`config.mk`:
```
export PLATFORM = sky130hd
export DESIGN_NAME = radix5_dft_butterfly
export DESIGN_NICKNAME = d
export VERILOG_FILES = /design/src/rtl/r5dft_pkg.sv /design/src/rtl/radix5_dft_butterfly.sv /design/src/rtl/r5dft_ctl.sv /design/src/rtl/r5dft_pre.sv /design/src/rtl/r5dft_mul.sv /design/src/rtl/r5dft_post.sv
export VERILOG_INCLUDE_DIRS = /design/src /design/src/rtl
export SDC_FILE = /design/constraint.sdc
export NUM_CORES = 2
export LEC_CHECK = 0
export BUFFER_PORTS_ARGS = -buffer_cell sky130_fd_sc_hd__buf_2
export CORE_MARGIN = 8
export CORE_UTILIZATION = 40
export DETAILED_ROUTE_END_ITERATION = 8
export PLACE_DENSITY = 0.51
export SYNTH_ARGS = -nofsm -noshare
export SYNTH_HDL_FRONTEND = slang
export SYNTH_SLANG_ARGS = --single-unit
```
`constraint.sdc`:
```
create_clock -name aclk -period 25 [get_ports aclk]
set_input_delay 5 -clock aclk [delete_from_list [all_inputs] [get_ports aclk]]
set_output_delay 5 -clock aclk [all_outputs]
set_load 0.05 [all_outputs]
```
`src/rtl/radix5_dft_butterfly_defines.svh`:
```
// assertion macros for the radix-5 dft butterfly
// used by radix5_dft_butterfly.sv, no other dependencies
`ifndef RADIX5_DFT_BUTTERFLY_DEFINES_SVH
`define RADIX5_DFT_BUTTERFLY_DEFINES_SVH

`ifndef SYNTHESIS
`define R5DFT_ASSERT_IMP(label, clk, rstn, ante, cons) \
    label: assert property (@(posedge clk) disable iff (!(rstn)) (ante) |-> (cons)) \
        else $error("r5dft: same-cycle check failed");
`define R5DFT_ASSERT_NXT(label, clk, rstn, ante, cons) \
    label: assert property (@(posedge clk) disable iff (!(rstn)) (ante) |=> (cons)) \
        else $error("r5dft: next-cycle check failed");
`else
`define R5DFT_ASSERT_IMP(label, clk, rstn, ante, cons)
`define R5DFT_ASSERT_NXT(label, clk, rstn, ante, cons)
`endif

`endif

```
`src/rtl/r5dft_pkg.sv`:
```
// shared constants, types and coefficient rounding for the radix-5 dft butterfly
// no dependencies
`default_nettype none

package r5dft_pkg;

    localparam int SAMPLE_BITS_DEF    = 16;
    localparam int COEF_FRAC_BITS_DEF = 14;

    // register stages from input port to output port
    localparam int PIPE_STAGES = 6;

    // constant magnitudes scaled by 2^30
    localparam longint unsigned Q30_CX1 = 64'd1342177280;  // 1.25
    localparam longint unsigned Q30_CX2 = 64'd600239927;   // 0.559017
    localparam longint unsigned Q30_S1  = 64'd1021189159;  // 0.951057
    localparam longint unsigned Q30_SS1 = 64'd1652318767;  // 1.538842
    localparam longint unsigned Q30_SS2 = 64'd390059550;   // 0.363271

    typedef struct packed {
        logic [PIPE_STAGES-1:0] en;   // stage load enables
        logic [PIPE_STAGES-1:0] vld;  // stage valid bits
    } r5dft_pipe_t;

    // round a q30 magnitude to nearest at frac fraction bits, halves up
    function automatic longint unsigned coef_mag(longint unsigned q30, int frac);
        longint unsigned r;
        if (frac >= 30) begin
            r = q30;
        end else begin
            r = (q30 + (64'd1 << (29 - frac))) >> (30 - frac);
        end
        return r;
    endfunction

endpackage

`default_nettype wire

```
`src/rtl/radix5_dft_butterfly.sv`:
```
// radix-5 dft butterfly, six register stages: pre-add, pre-add, multiply,
// round, post-add, post-add. one item per cycle sustained while m_ready is
// held high; empty stages fill under an output stall. reset clears only the
// stage valid bits and holds s_ready low. depends on r5dft_pkg, r5dft_ctl,
// r5dft_pre, r5dft_mul, r5dft_post and radix5_dft_butterfly_defines.svh
`default_nettype none

`include "radix5_dft_butterfly_defines.svh"

module radix5_dft_butterfly #(
    parameter int SAMPLE_BITS    = r5dft_pkg::SAMPLE_BITS_DEF,
    parameter int COEF_FRAC_BITS = r5dft_pkg::COEF_FRAC_BITS_DEF
) (
    input  wire logic                          aclk,
    input  wire logic                          aresetn,
    input  wire logic                          s_valid,
    output logic                               s_ready,
    input  wire logic signed [SAMPLE_BITS-1:0] s_x0_re,
    input  wire logic signed [SAMPLE_BITS-1:0] s_x0_im,
    input  wire logic signed [SAMPLE_BITS-1:0] s_x1_re,
    input  wire logic signed [SAMPLE_BITS-1:0] s_x1_im,
    input  wire logic signed [SAMPLE_BITS-1:0] s_x2_re,
    input  wire logic signed [SAMPLE_BITS-1:0] s_x2_im,
    input  wire logic signed [SAMPLE_BITS-1:0] s_x3_re,
    input  wire logic signed [SAMPLE_BITS-1:0] s_x3_im,
    input  wire logic signed [SAMPLE_BITS-1:0] s_x4_re,
    input  wire logic signed [SAMPLE_BITS-1:0] s_x4_im,
    output logic                               m_valid,
    input  wire logic                          m_ready,
    output logic signed [SAMPLE_BITS+2:0]      m_y0_re,
    output logic signed [SAMPLE_BITS+2:0]      m_y0_im,
    output logic signed [SAMPLE_BITS+2:0]      m_y1_re,
    output logic signed [SAMPLE_BITS+2:0]      m_y1_im,
    output logic signed [SAMPLE_BITS+2:0]      m_y2_re,
    output logic signed [SAMPLE_BITS+2:0]      m_y2_im,
    output logic signed [SAMPLE_BITS+2:0]      m_y3_re,
    output logic signed [SAMPLE_BITS+2:0]      m_y3_im,
    output logic signed [SAMPLE_BITS+2:0]      m_y4_re,
    output logic signed [SAMPLE_BITS+2:0]      m_y4_im
);

    localparam int N = SAMPLE_BITS;

    r5dft_pkg::r5dft_pipe_t pipe;

    logic signed [N+2:0] y0_a_re, y0_a_im, y0_b_re, y0_b_im;
    logic signed [N+1:0] sum_re, sum_im, ds_re, ds_im, dd_re, dd_im;
    logic signed [N:0]   d23_re, d23_im, d14_re, d14_im;
    logic signed [N+3:0] cx1_re, cx2_re, s1_re, ss1_re, ss2_re;
    logic signed [N+3:0] cx1_im, cx2_im, s1_im, ss1_im, ss2_im;

    r5dft_ctl u_ctl (
        .aclk    (aclk),
        .aresetn (aresetn),
        .s_valid (s_valid),
        .s_ready (s_ready),
        .m_valid (m_valid),
        .m_ready (m_ready),
        .pipe    (pipe)
    );

    r5dft_pre #(.N(N)) u_pre_re (
        .aclk (aclk),
        .en   (pipe.en[1:0]),
        .x0   (s_x0_re),
        .x1   (s_x1_re),
        .x2   (s_x2_re),
        .x3   (s_x3_re),
        .x4   (s_x4_re),
        .y0   (y0_a_re),
        .sum  (sum_re),
        .ds   (ds_re),
        .dd   (dd_re),
        .d23  (d23_re),
        .d14  (d14_re)
    );

    r5dft_pre #(.N(N)) u_pre_im (
        .aclk (aclk),
        .en   (pipe.en[1:0]),
        .x0   (s_x0_im),
        .x1   (s_x1_im),
        .x2   (s_x2_im),
        .x3   (s_x3_im),
        .x4   (s_x4_im),
        .y0   (y0_a_im),
        .sum  (sum_im),
        .ds   (ds_im),
        .dd   (dd_im),
        .d23  (d23_im),
        .d14  (d14_im)
    );

    r5dft_mul #(.N(N), .F(COEF_FRAC_BITS)) u_mul_re (
        .aclk   (aclk),
        .en     (pipe.en[3:2]),
        .y0_in  (y0_a_re),
        .sum    (sum_re),
        .ds     (ds_re),
        .dd     (dd_re),
        .d23    (d23_re),
        .d14    (d14_re),
        .y0_out (y0_b_re),
        .r_cx1  (cx1_re),
        .r_cx2  (cx2_re),
        .r_s1   (s1_re),
        .r_ss1  (ss1_re),
        .r_ss2  (ss2_re)
    );

    r5dft_mul #(.N(N), .F(COEF_FRAC_BITS)) u_mul_im (
        .aclk   (aclk),
        .en     (pipe.en[3:2]),
        .y0_in  (y0_a_im),
        .sum    (sum_im),
        .ds     (ds_im),
        .dd     (dd_im),
        .d23    (d23_im),
        .d14    (d14_im),
        .y0_out (y0_b_im),
        .r_cx1  (cx1_im),
        .r_cx2  (cx2_im),
        .r_s1   (s1_im),
        .r_ss1  (ss1_im),
        .r_ss2  (ss2_im)
    );

    r5dft_post #(.N(N)) u_post (
        .aclk   (aclk),
        .en     (pipe.en[5:4]),
        .y0_re  (y0_b_re),
        .y0_im  (y0_b_im),
        .cx1_re (cx1_re),
        .cx2_re (cx2_re),
        .s1_re  (s1_re),
        .ss1_re (ss1_re),
        .ss2_re (ss2_re),
        .cx1_im (cx1_im),
        .cx2_im (cx2_im),
        .s1_im  (s1_im),
        .ss1_im (ss1_im),
        .ss2_im (ss2_im),
        .o0_re  (m_y0_re),
        .o0_im  (m_y0_im),
        .o1_re  (m_y1_re),
        .o1_im  (m_y1_im),
        .o2_re  (m_y2_re),
        .o2_im  (m_y2_im),
        .o3_re  (m_y3_re),
        .o3_im  (m_y3_im),
        .o4_re  (m_y4_re),
        .o4_im  (m_y4_im)
    );

    // any empty stage anywhere means the front can take an item
    `R5DFT_ASSERT_IMP(a_bubble_ready, aclk, aresetn, !(&pipe.vld), s_ready)
    // an accepted item lands in the first stage
    `R5DFT_ASSERT_NXT(a_accept_lands, aclk, aresetn, s_valid && s_ready, pipe.vld[0])
    // an item that does not advance stays put
    `R5DFT_ASSERT_NXT(a_front_holds, aclk, aresetn, pipe.vld[0] && !pipe.en[1], pipe.vld[0])

endmodule

`default_nettype wire

```
`src/rtl/r5dft_ctl.sv`:
```
// pipeline control: per-stage valid bits and load enables with bubble collapse
// depends on r5dft_pkg
`default_nettype none

module r5dft_ctl (
    input  wire logic                   aclk,
    input  wire logic                   aresetn,
    input  wire logic                   s_valid,
    output logic                        s_ready,
    output logic                        m_valid,
    input  wire logic                   m_ready,
    output r5dft_pkg::r5dft_pipe_t      pipe
);

    localparam int STAGES = r5dft_pkg::PIPE_STAGES;

    logic [STAGES-1:0] vld_reg;
    logic [STAGES-1:0] vld_next;
    logic [STAGES:0]   rdy;
    logic [STAGES-1:0] up;
    logic [STAGES-1:0] en;

    // a stage can load when it is empty or its content moves on
    always_comb begin
        rdy[STAGES] = m_ready;
        for (int i = STAGES - 1; i >= 0; i--) begin
            rdy[i] = !vld_reg[i] || rdy[i+1];
        end
        up[0] = s_valid;
        for (int i = 1; i < STAGES; i++) begin
            up[i] = vld_reg[i-1];
        end
        for (int i = 0; i < STAGES; i++) begin
            en[i]       = rdy[i] && up[i];
            vld_next[i] = rdy[i] ? up[i] : vld_reg[i];
        end
    end

    always_ff @(posedge aclk) begin
        if (!aresetn) begin
            vld_reg <= '0;
        end else begin
            vld_reg <= vld_next;
        end
    end

    // no item is taken while reset is held
    assign s_ready  = rdy[0] && aresetn;
    assign m_valid  = vld_reg[STAGES-1];
    assign pipe.en  = en;
    assign pipe.vld = vld_reg;

endmodule

`default_nettype wire

```
`src/rtl/r5dft_pre.sv`:
```
// pre-adder stages for one component: pairwise sums and differences, bin 0
// no package dependencies
`default_nettype none

module r5dft_pre #(
    parameter int N = 16
) (
    input  wire logic                aclk,
    input  wire logic [1:0]          en,
    input  wire logic signed [N-1:0] x0,
    input  wire logic signed [N-1:0] x1,
    input  wire logic signed [N-1:0] x2,
    input  wire logic signed [N-1:0] x3,
    input  wire logic signed [N-1:0] x4,
    output logic signed [N+2:0]      y0,
    output logic signed [N+1:0]      sum,
    output logic signed [N+1:0]      ds,
    output logic signed [N+1:0]      dd,
    output logic signed [N:0]        d23,
    output logic signed [N:0]        d14
);

    localparam int W1 = N + 1;
    localparam int W2 = N + 2;
    localparam int W3 = N + 3;

    logic signed [N-1:0]  x0_reg;
    logic signed [W1-1:0] s14_reg, s23_reg, d14_reg, d23_reg;
    logic signed [W3-1:0] y0_reg;
    logic signed [W2-1:0] sum_reg, ds_reg, dd_reg;
    logic signed [W1-1:0] d23_dly_reg, d14_dly_reg;

    always_ff @(posedge aclk) begin
        if (en[0]) begin
            x0_reg  <= x0;
            s14_reg <= W1'(x1) + W1'(x4);
            s23_reg <= W1'(x2) + W1'(x3);
            d14_reg <= W1'(x1) - W1'(x4);
            d23_reg <= W1'(x2) - W1'(x3);
        end
        if (en[1]) begin
            y0_reg      <= W3'(x0_reg) + W3'(s14_reg) + W3'(s23_reg);
            sum_reg     <= W2'(s14_reg) + W2'(s23_reg);
            ds_reg      <= W2'(s14_reg) - W2'(s23_reg);
            dd_reg      <= W2'(d23_reg) - W2'(d14_reg);
            d23_dly_reg <= d23_reg;
            d14_dly_reg <= d14_reg;
        end
    end

    assign y0  = y0_reg;
    assign sum = sum_reg;
    assign ds  = ds_reg;
    assign dd  = dd_reg;
    assign d23 = d23_dly_reg;
    assign d14 = d14_dly_reg;

endmodule

`default_nettype wire

```
`src/rtl/r5dft_mul.sv`:
```
// constant multiply and round stages for one component
// depends on r5dft_pkg for the coefficient values
`default_nettype none

module r5dft_mul #(
    parameter int N = 16,
    parameter int F = 14
) (
    input  wire logic                aclk,
    input  wire logic [1:0]          en,
    input  wire logic signed [N+2:0] y0_in,
    input  wire logic signed [N+1:0] sum,
    input  wire logic signed [N+1:0] ds,
    input  wire logic signed [N+1:0] dd,
    input  wire logic signed [N:0]   d23,
    input  wire logic signed [N:0]   d14,
    output logic signed [N+2:0]      y0_out,
    output logic signed [N+3:0]      r_cx1,
    output logic signed [N+3:0]      r_cx2,
    output logic signed [N+3:0]      r_s1,
    output logic signed [N+3:0]      r_ss1,
    output logic signed [N+3:0]      r_ss2
);

    localparam int CW = F + 2;       // signed coefficient width
    localparam int PW = N + 2 + CW;  // product width
    localparam int RW = N + 4;       // rounded width

    localparam logic signed [CW-1:0] K_CX1 = CW'(r5dft_pkg::coef_mag(r5dft_pkg::Q30_CX1, F));
    localparam logic signed [CW-1:0] K_CX2 = CW'(r5dft_pkg::coef_mag(r5dft_pkg::Q30_CX2, F));
    localparam logic signed [CW-1:0] K_S1  = CW'(r5dft_pkg::coef_mag(r5dft_pkg::Q30_S1, F));
    localparam logic signed [CW-1:0] K_SS1 = CW'(r5dft_pkg::coef_mag(r5dft_pkg::Q30_SS1, F));
    localparam logic signed [CW-1:0] K_SS2 = CW'(r5dft_pkg::coef_mag(r5dft_pkg::Q30_SS2, F));

    localparam logic signed [PW-1:0] HALF = PW'(1) <<< (F - 1);

    logic signed [PW-1:0] p_cx1_reg, p_cx2_reg, p_s1_reg, p_ss1_reg, p_ss2_reg;
    logic signed [N+2:0]  y0_p_reg, y0_r_reg;
    logic signed [RW-1:0] r_cx1_reg, r_cx2_reg, r_s1_reg, r_ss1_reg, r_ss2_reg;

    // round to nearest, ties away from zero: bias negatives down by one
    function automatic logic signed [RW-1:0] rnd(logic signed [PW-1:0] p);
        logic signed [PW-1:0] t;
        t = p + HALF - PW'(p[PW-1]);
        return t[PW-1:F];
    endfunction

    always_ff @(posedge aclk) begin
        if (en[0]) begin
            y0_p_reg  <= y0_in;
            p_cx1_reg <= PW'(sum) * PW'(K_CX1);
            p_cx2_reg <= PW'(ds) * PW'(K_CX2);
            p_s1_reg  <= PW'(dd) * PW'(K_S1);
            p_ss1_reg <= PW'(d23) * PW'(K_SS1);
            p_ss2_reg <= PW'(d14) * PW'(K_SS2);
        end
        if (en[1]) begin
            y0_r_reg  <= y0_p_reg;
            r_cx1_reg <= rnd(p_cx1_reg);
            r_cx2_reg <= rnd(p_cx2_reg);
            r_s1_reg  <= rnd(p_s1_reg);
            r_ss1_reg <= rnd(p_ss1_reg);
            r_ss2_reg <= rnd(p_ss2_reg);
        end
    end

    assign y0_out = y0_r_reg;
    assign r_cx1  = r_cx1_reg;
    assign r_cx2  = r_cx2_reg;
    assign r_s1   = r_s1_reg;
    assign r_ss1  = r_ss1_reg;
    assign r_ss2  = r_ss2_reg;

endmodule

`default_nettype wire

```
`src/rtl/r5dft_post.sv`:
```
// post-adder stages: combine rounded products into the five output bins
// no package dependencies
`default_nettype none

module r5dft_post #(
    parameter int N = 16
) (
    input  wire logic                aclk,
    input  wire logic [1:0]          en,
    input  wire logic signed [N+2:0] y0_re,
    input  wire logic signed [N+2:0] y0_im,
    input  wire logic signed [N+3:0] cx1_re,
    input  wire logic signed [N+3:0] cx2_re,
    input  wire logic signed [N+3:0] s1_re,
    input  wire logic signed [N+3:0] ss1_re,
    input  wire logic signed [N+3:0] ss2_re,
    input  wire logic signed [N+3:0] cx1_im,
    input  wire logic signed [N+3:0] cx2_im,
    input  wire logic signed [N+3:0] s1_im,
    input  wire logic signed [N+3:0] ss1_im,
    input  wire logic signed [N+3:0] ss2_im,
    output logic signed [N+2:0]      o0_re,
    output logic signed [N+2:0]      o0_im,
    output logic signed [N+2:0]      o1_re,
    output logic signed [N+2:0]      o1_im,
    output logic signed [N+2:0]      o2_re,
    output logic signed [N+2:0]      o2_im,
    output logic signed [N+2:0]      o3_re,
    output logic signed [N+2:0]      o3_im,
    output logic signed [N+2:0]      o4_re,
    output logic signed [N+2:0]      o4_im
);

    localparam int W5 = N + 5;
    localparam int OW = N + 3;

    logic signed [OW-1:0] y0_re_reg, y0_im_reg;
    logic signed [W5-1:0] p_re_reg, q_re_reg, u_re_reg, w_re_reg;
    logic signed [W5-1:0] p_im_reg, q_im_reg, u_im_reg, w_im_reg;
    logic signed [W5-1:0] t1_re, t1_im, t2_re, t2_im, t3_re, t3_im, t4_re, t4_im;
    logic signed [OW-1:0] o_reg [10];

    always_ff @(posedge aclk) begin
        if (en[0]) begin
            y0_re_reg <= y0_re;
            y0_im_reg <= y0_im;
            p_re_reg  <= W5'(y0_re) - W5'(cx1_re) + W5'(cx2_re);
            q_re_reg  <= W5'(y0_re) - W5'(cx1_re) - W5'(cx2_re);
            u_re_reg  <= W5'(s1_re) - W5'(ss1_re);
            w_re_reg  <= W5'(s1_re) + W5'(ss2_re);
            p_im_reg  <= W5'(y0_im) - W5'(cx1_im) + W5'(cx2_im);
            q_im_reg  <= W5'(y0_im) - W5'(cx1_im) - W5'(cx2_im);
            u_im_reg  <= W5'(s1_im) - W5'(ss1_im);
            w_im_reg  <= W5'(s1_im) + W5'(ss2_im);
        end
    end

    // rotations by j swap components; low bits are exact, results fit OW
    always_comb begin
        t1_re = p_re_reg - u_im_reg;
        t1_im = p_im_reg + u_re_reg;
        t2_re = q_re_reg - w_im_reg;
        t2_im = q_im_reg + w_re_reg;
        t3_re = q_re_reg + w_im_reg;
        t3_im = q_im_reg - w_re_reg;
        t4_re = p_re_reg + u_im_reg;
        t4_im = p_im_reg - u_re_reg;
    end

    always_ff @(posedge aclk) begin
        if (en[1]) begin
            o_reg[0] <= y0_re_reg;
            o_reg[1] <= y0_im_reg;
            o_reg[2] <= t1_re[OW-1:0];
            o_reg[3] <= t1_im[OW-1:0];
            o_reg[4] <= t2_re[OW-1:0];
            o_reg[5] <= t2_im[OW-1:0];
            o_reg[6] <= t3_re[OW-1:0];
            o_reg[7] <= t3_im[OW-1:0];
            o_reg[8] <= t4_re[OW-1:0];
            o_reg[9] <= t4_im[OW-1:0];
        end
    end

    assign o0_re = o_reg[0];
    assign o0_im = o_reg[1];
    assign o1_re = o_reg[2];
    assign o1_im = o_reg[3];
    assign o2_re = o_reg[4];
    assign o2_im = o_reg[5];
    assign o3_re = o_reg[6];
    assign o3_im = o_reg[7];
    assign o4_re = o_reg[8];
    assign o4_im = o_reg[9];

endmodule

`default_nettype wire

```
* Word-level counts from Yosys, hierarchy flattened
Memories as Yosys holds them, arrays and structs flattened.
Index checks and enable logic that the tools add are counted.
** Storage, ports and cells
- Output and inout port bits :: 192
- Logic and storage cells :: 150
- Register bits :: 1130
- Bits in latches :: 0
- Bits in read-only memories :: 0
- Bits of input ports :: 164
- Memories kept :: 1
- RAM bits :: 190
** Memories
- u_post.o_reg :: depth 10, width 19, read ports 10, clocked after memory_dff 0, wr ports 10, RTL line r5dft_post.sv:41 : logic signed [OW-1:0] o_reg [10];
** Operators by class
- Reduce and logical (&&, ||, !) cells :: 19
- Add/sub/neg operators :: 56
- Equality and inequality tests :: 0
- Bitwise operators :: 0
- Multiply operators :: 10
- Shifts and indexed selects :: 0
- Magnitude comparators :: 0
- Mux-type cells :: 2
- Divide/modulo/power cells :: 0
** Operator list (number)
- $add 33x14->33 const B :: 10
- $sub 33x1->33 :: 10
- $sub 19x19->19 :: 10
- $add 19x19->19 :: 8
- $sub 17x17->18 :: 4
- $add 16x16->17 :: 4
- $sub 16x16->17 :: 4
- $mul 18x15->33 const B :: 2
- $mul 18x14->32 const B :: 2
- $mul 17x14->31 const B :: 2
- $mul 17x8->25 const B :: 2
- $mul 18x4->22 const B :: 2
- $add 18x17->19 :: 2
- $add 16x17->18 :: 2
- $add 17x17->18 :: 2
- $logic_and 1x1->1 :: 7
- $logic_not 1->1 :: 6
- $logic_or 1x1->1 :: 6
- $mux 1 :: 2

* Logic depth before layout (Yosys ltp)
- Word-level depth :: 8
- Depth in mapped cells :: 23
- Gate-level depth less buffers :: 23

* By module
Synthesis repeated with hierarchy kept, for this count alone.
** Second synthesis, totals
- Cell total of the unflattened synthesis :: 11586
- Area total of the unflattened synthesis :: 120413.0 um^2
** Modules (own cells, without submodules)
- r5dft_mul (u_mul_re) :: times used 1, seq. area each 8438.1 um^2, area each 34016.4 um^2, cells each 3285
- r5dft_mul (u_mul_im) :: times used 1, seq. area each 8438.1 um^2, area each 33865.0 um^2, cells each 3247
- r5dft_post :: times used 1, seq. area each 11230.8 um^2, area each 26492.9 um^2, cells each 2569
- r5dft_pre :: times used 2, seq. area each 5615.4 um^2, area each 12873.6 um^2, cells each 1226
- r5dft_ctl :: times used 1, seq. area each 120.1 um^2, area each 291.5 um^2, cells each 33

* Worst setup path before layout
Ideal clock, no wire load.
- Kind :: input to register
- Start point :: input m_ready
- End point :: register u_mul_im.r_cx1_reg[0] (netlist: u_mul_im.r_cx1[0]), enable pin
- Buffers on the path :: 0
- Required time :: 23.834 ns
- Cell stages on the path :: 3
- Data arrival time :: 21.664 ns
- Slack :: 2.170 ns
- Library setup time :: 1.166 ns
- Cell sequence :: nor2b_1 -> and2_1 -> a21boi_0
** RTL lines
- from (decl) :: RTL line radix5_dft_butterfly.sv:29 : input wire logic m_ready,
- to (signal assigned) :: RTL line r5dft_mul.sv:59 : r_cx1_reg <= rnd(p_cx1_reg);
- to (decl) :: RTL line r5dft_mul.sv:39 : logic signed [RW-1:0] r_cx1_reg, r_cx2_reg, r_s1_reg, r_ss1_reg, r_ss2_reg;

* Worst setup path in the final report
- Start point :: input m_ready
- End point :: output s_ready
** Between the ends
- Cells in the longest elaborated chain, start to end :: 7
** RTL lines
- $logic_or 1x1->1 (6 in a row) :: RTL line r5dft_ctl.sv:27 : rdy[i] = !vld_reg[i] || rdy[i+1];
- $logic_and 1x1->1 :: RTL line r5dft_ctl.sv:48 : assign s_ready = rdy[0] && aresetn;
- to (decl) :: RTL line radix5_dft_butterfly.sv:17 : output logic s_ready,
Every way passes these cells.

==> reports/qor.yml <==
grt_util_met3: 0.0202
vias: 79800
fin_tns_setup_ns: 0
holdPathStages: 0
finalSetupViolCount: 0
post_drt_wl_per_cell_um: 19.5
yosys_most_used_dff: "edfxtp_1"
path_class: "primary input to primary output"
grt_pass1_wl_um: 469000
period_minus_slack_ns: 11.72
gp_congestion: 0.900
drtIter0Drc: 4910
met1_usage: 0.276
hold_class: "register to register"
overflow: 0
post-route-util: 0.443
dieArea_mm2: 0.310
slew_headroom: 0.147
max_freq_ghz: 0.0853
ys_types: 90
post_cts_resized: 0
path_cells: "buf_2 > nor2b_1 > and2_1 > and3_1 > nand3_1 > and2_1 > buf_2"
die_width_um: 557
track_usage: 0.192
wirelength_um: 304000
clk-insertion-delay-late_ns: 0.85
antenna_found_initial: 28
syn_inst: 11100
drive_gt1_frac: 0.0632
crit_arrival_ns: 6.72
clk_path_buf_depth: 4
tritoncts: "built"
skew_ns: 0.0663
rows: 198
synth_top_area_frac: 0.332
critPathMaxStageDelay_ns: 0.47
worstSetupStartpointType: "primary input"
synth_seq_cells: 1302
reg2reg_depth: 19
end_kind: "primary output"
synth_area_leader_cell: "edfxtp_1"
r2r_slack_ns: 18.35
clock_sinks: 1302
root_buffer: "clkbuf_16"
largest_reg_flops: 186
path_max_fanout: 6
routed_via_density: 5.12
timing.max_cap.violations: 0
min_to: "u_mul_im.y0_out[15]"
final_common_cell: "inv_1"
fin_crit_sh: 0.469
synthArstFlopShare: 0
cts_setup_buffers: 0
rr_endpoint: "u_mul_re.p_s1_reg[32]"
cts_hold_buffers: 0
drt-pass1-iter-count: 6
final_hold_viol_count: 0
nNetsFinal: 14200
grt_max_degree: 152
synth.avg_cell_area_um2: 10.5
slew_violations: 0
min-delay-start: "u_mul_im.y0_p_reg[15]"
critPathLaunch: "m_ready"
die_y_um: 557
area_growth_pct: 10.3
route.detailed.drc: 0
initial_core_util: 0.402
rsz0062_at_grt: "false"
synth-edff-count: 1296
synthesis.nets: 13800
core_area_mm2: 0.291
synthTopCellsByArea: "edfxtp_1 33%, ha_1 18%, fa_1 13%, inv_1 6.0%, xnor2_1 4.9%"
final_cell_mix: "1,885 x inv_1, 1,698 x ha_1, 1,296 x edfxtp_1, 778 x fa_1, 691 x a21oi_1"
grt_pass1_vias: 81100
synth_warnings: 0
required_ns: 20.00
postRouteAntennaNets: 0
met2_usage: 0.307
busiest_layer: "met2"
synth_seq_area_share: 0.333
io_pins: 356
place_hpwl_um: 257000
htree_levels: 4
cts.reportedPaths.clkPinSlew_ns: 0.06
synthesis.area_mm2: 0.117
r2r-start: "u_pre_re.dd[7]"
cts_buffers: 163
critical-path-slowest-cell: "and3_1"
worst_pin_slew_ns: 1.27
numPortBuffers: 355
status: "finished, final reports clean"
cell families (layout without fill, tap and decap cells):
| kind of cell | count (synthesis) | in the layout | share of synthesized area |
|---|---|---|---|
| flip-flops | 1302 | 1302 | 0.333 |
| AO/OA/AOI/OAI | 2244 | 2244 | 0.125 |
| adder cells (fa/ha/maj) | 2477 | 2477 | 0.315 |
| XOR/XNOR | 927 | 927 | 0.0694 |
| AND/OR/NAND/NOR | 2134 | 2134 | 0.0903 |
| multiplexers | 22 | 22 | 0.00188 |
| buffers and inverters | 2023 | 2569 | 0.0650 |
| other | 0 | 13 | 0 |
worst max path at each step:
stage                   endpoint  slack (ns)  cells past startpoint
2_1_floorplan  u_mul_im.r_cx1[0]        2.17                      3
3_3_place_gp             s_ready       13.30                      7
3_5_place_dp             s_ready       13.29                      7
4_1_cts                  s_ready       13.28                      7
5_1_grt                  s_ready       13.13                      7
6_report                 s_ready       13.28                      7
stage by stage:
step                      instances  worst slack [ns]  cell area, µm²  hold WS, ns
after CTS                     15600             13.28          129000        0.372
after global routing          15600             13.13          129000        0.390
after detailed placement      15300             13.29          124000        0.405
after floorplan               11100              2.17          117000        0.400
final                         15600             13.28          129000        0.384
after global placement        15300             13.30          124000        0.405
worst max-delay path, delay by kind of cell:
kind | cells | cell delay (ns)
AND/OR/NAND/NOR | 5 | 1.41
buffers and inverters | 2 | 0.30
per-layer routing:
metal  vias up  part of all wire
met3       374             0.042
met2      1536              0.44
met4         4             0.032
met1     38500              0.49
met5         -          0.000082
li1      39400                 -
layout make-up:
| type | instances | area [µm²] |
|---|---|---|
| diodes | 13 | 32.5 |
| clock buffers | 186 | 4210 |
| clock inverters | 104 | 1270 |
| fillers | 27400 | 162000 |
| inverters | 1886 | 7080 |
| multi-input cells | 7804 | 70500 |
| flip-flops and latches | 1302 | 39000 |
| well taps | 3900 | 4880 |
| repair buffers | 393 | 2090 |
Yosys cell counts (76+ instances only):
| library cell | number |
|---|---|
| a211oi_1 | 76 |
| a21o_1 | 325 |
| a21oi_1 | 691 |
| and3_1 | 84 |
| clkbuf_1 | 126 |
| edfxtp_1 | 1296 |
| fa_1 | 778 |
| ha_1 | 1698 |
| inv_1 | 1885 |
| nand2_1 | 389 |
| nand2b_1 | 131 |
| nand3_1 | 185 |
| nor2_1 | 577 |
| nor2b_1 | 168 |
| nor3_1 | 251 |
| o21ai_0 | 363 |
| o21bai_1 | 122 |
| or3_1 | 83 |
| xnor2_1 | 661 |
| xor2_1 | 266 |
Power is left out: the tool's default activity adds up to more than one toggle a clock period on the data nets, which glitch-free logic cannot reach.
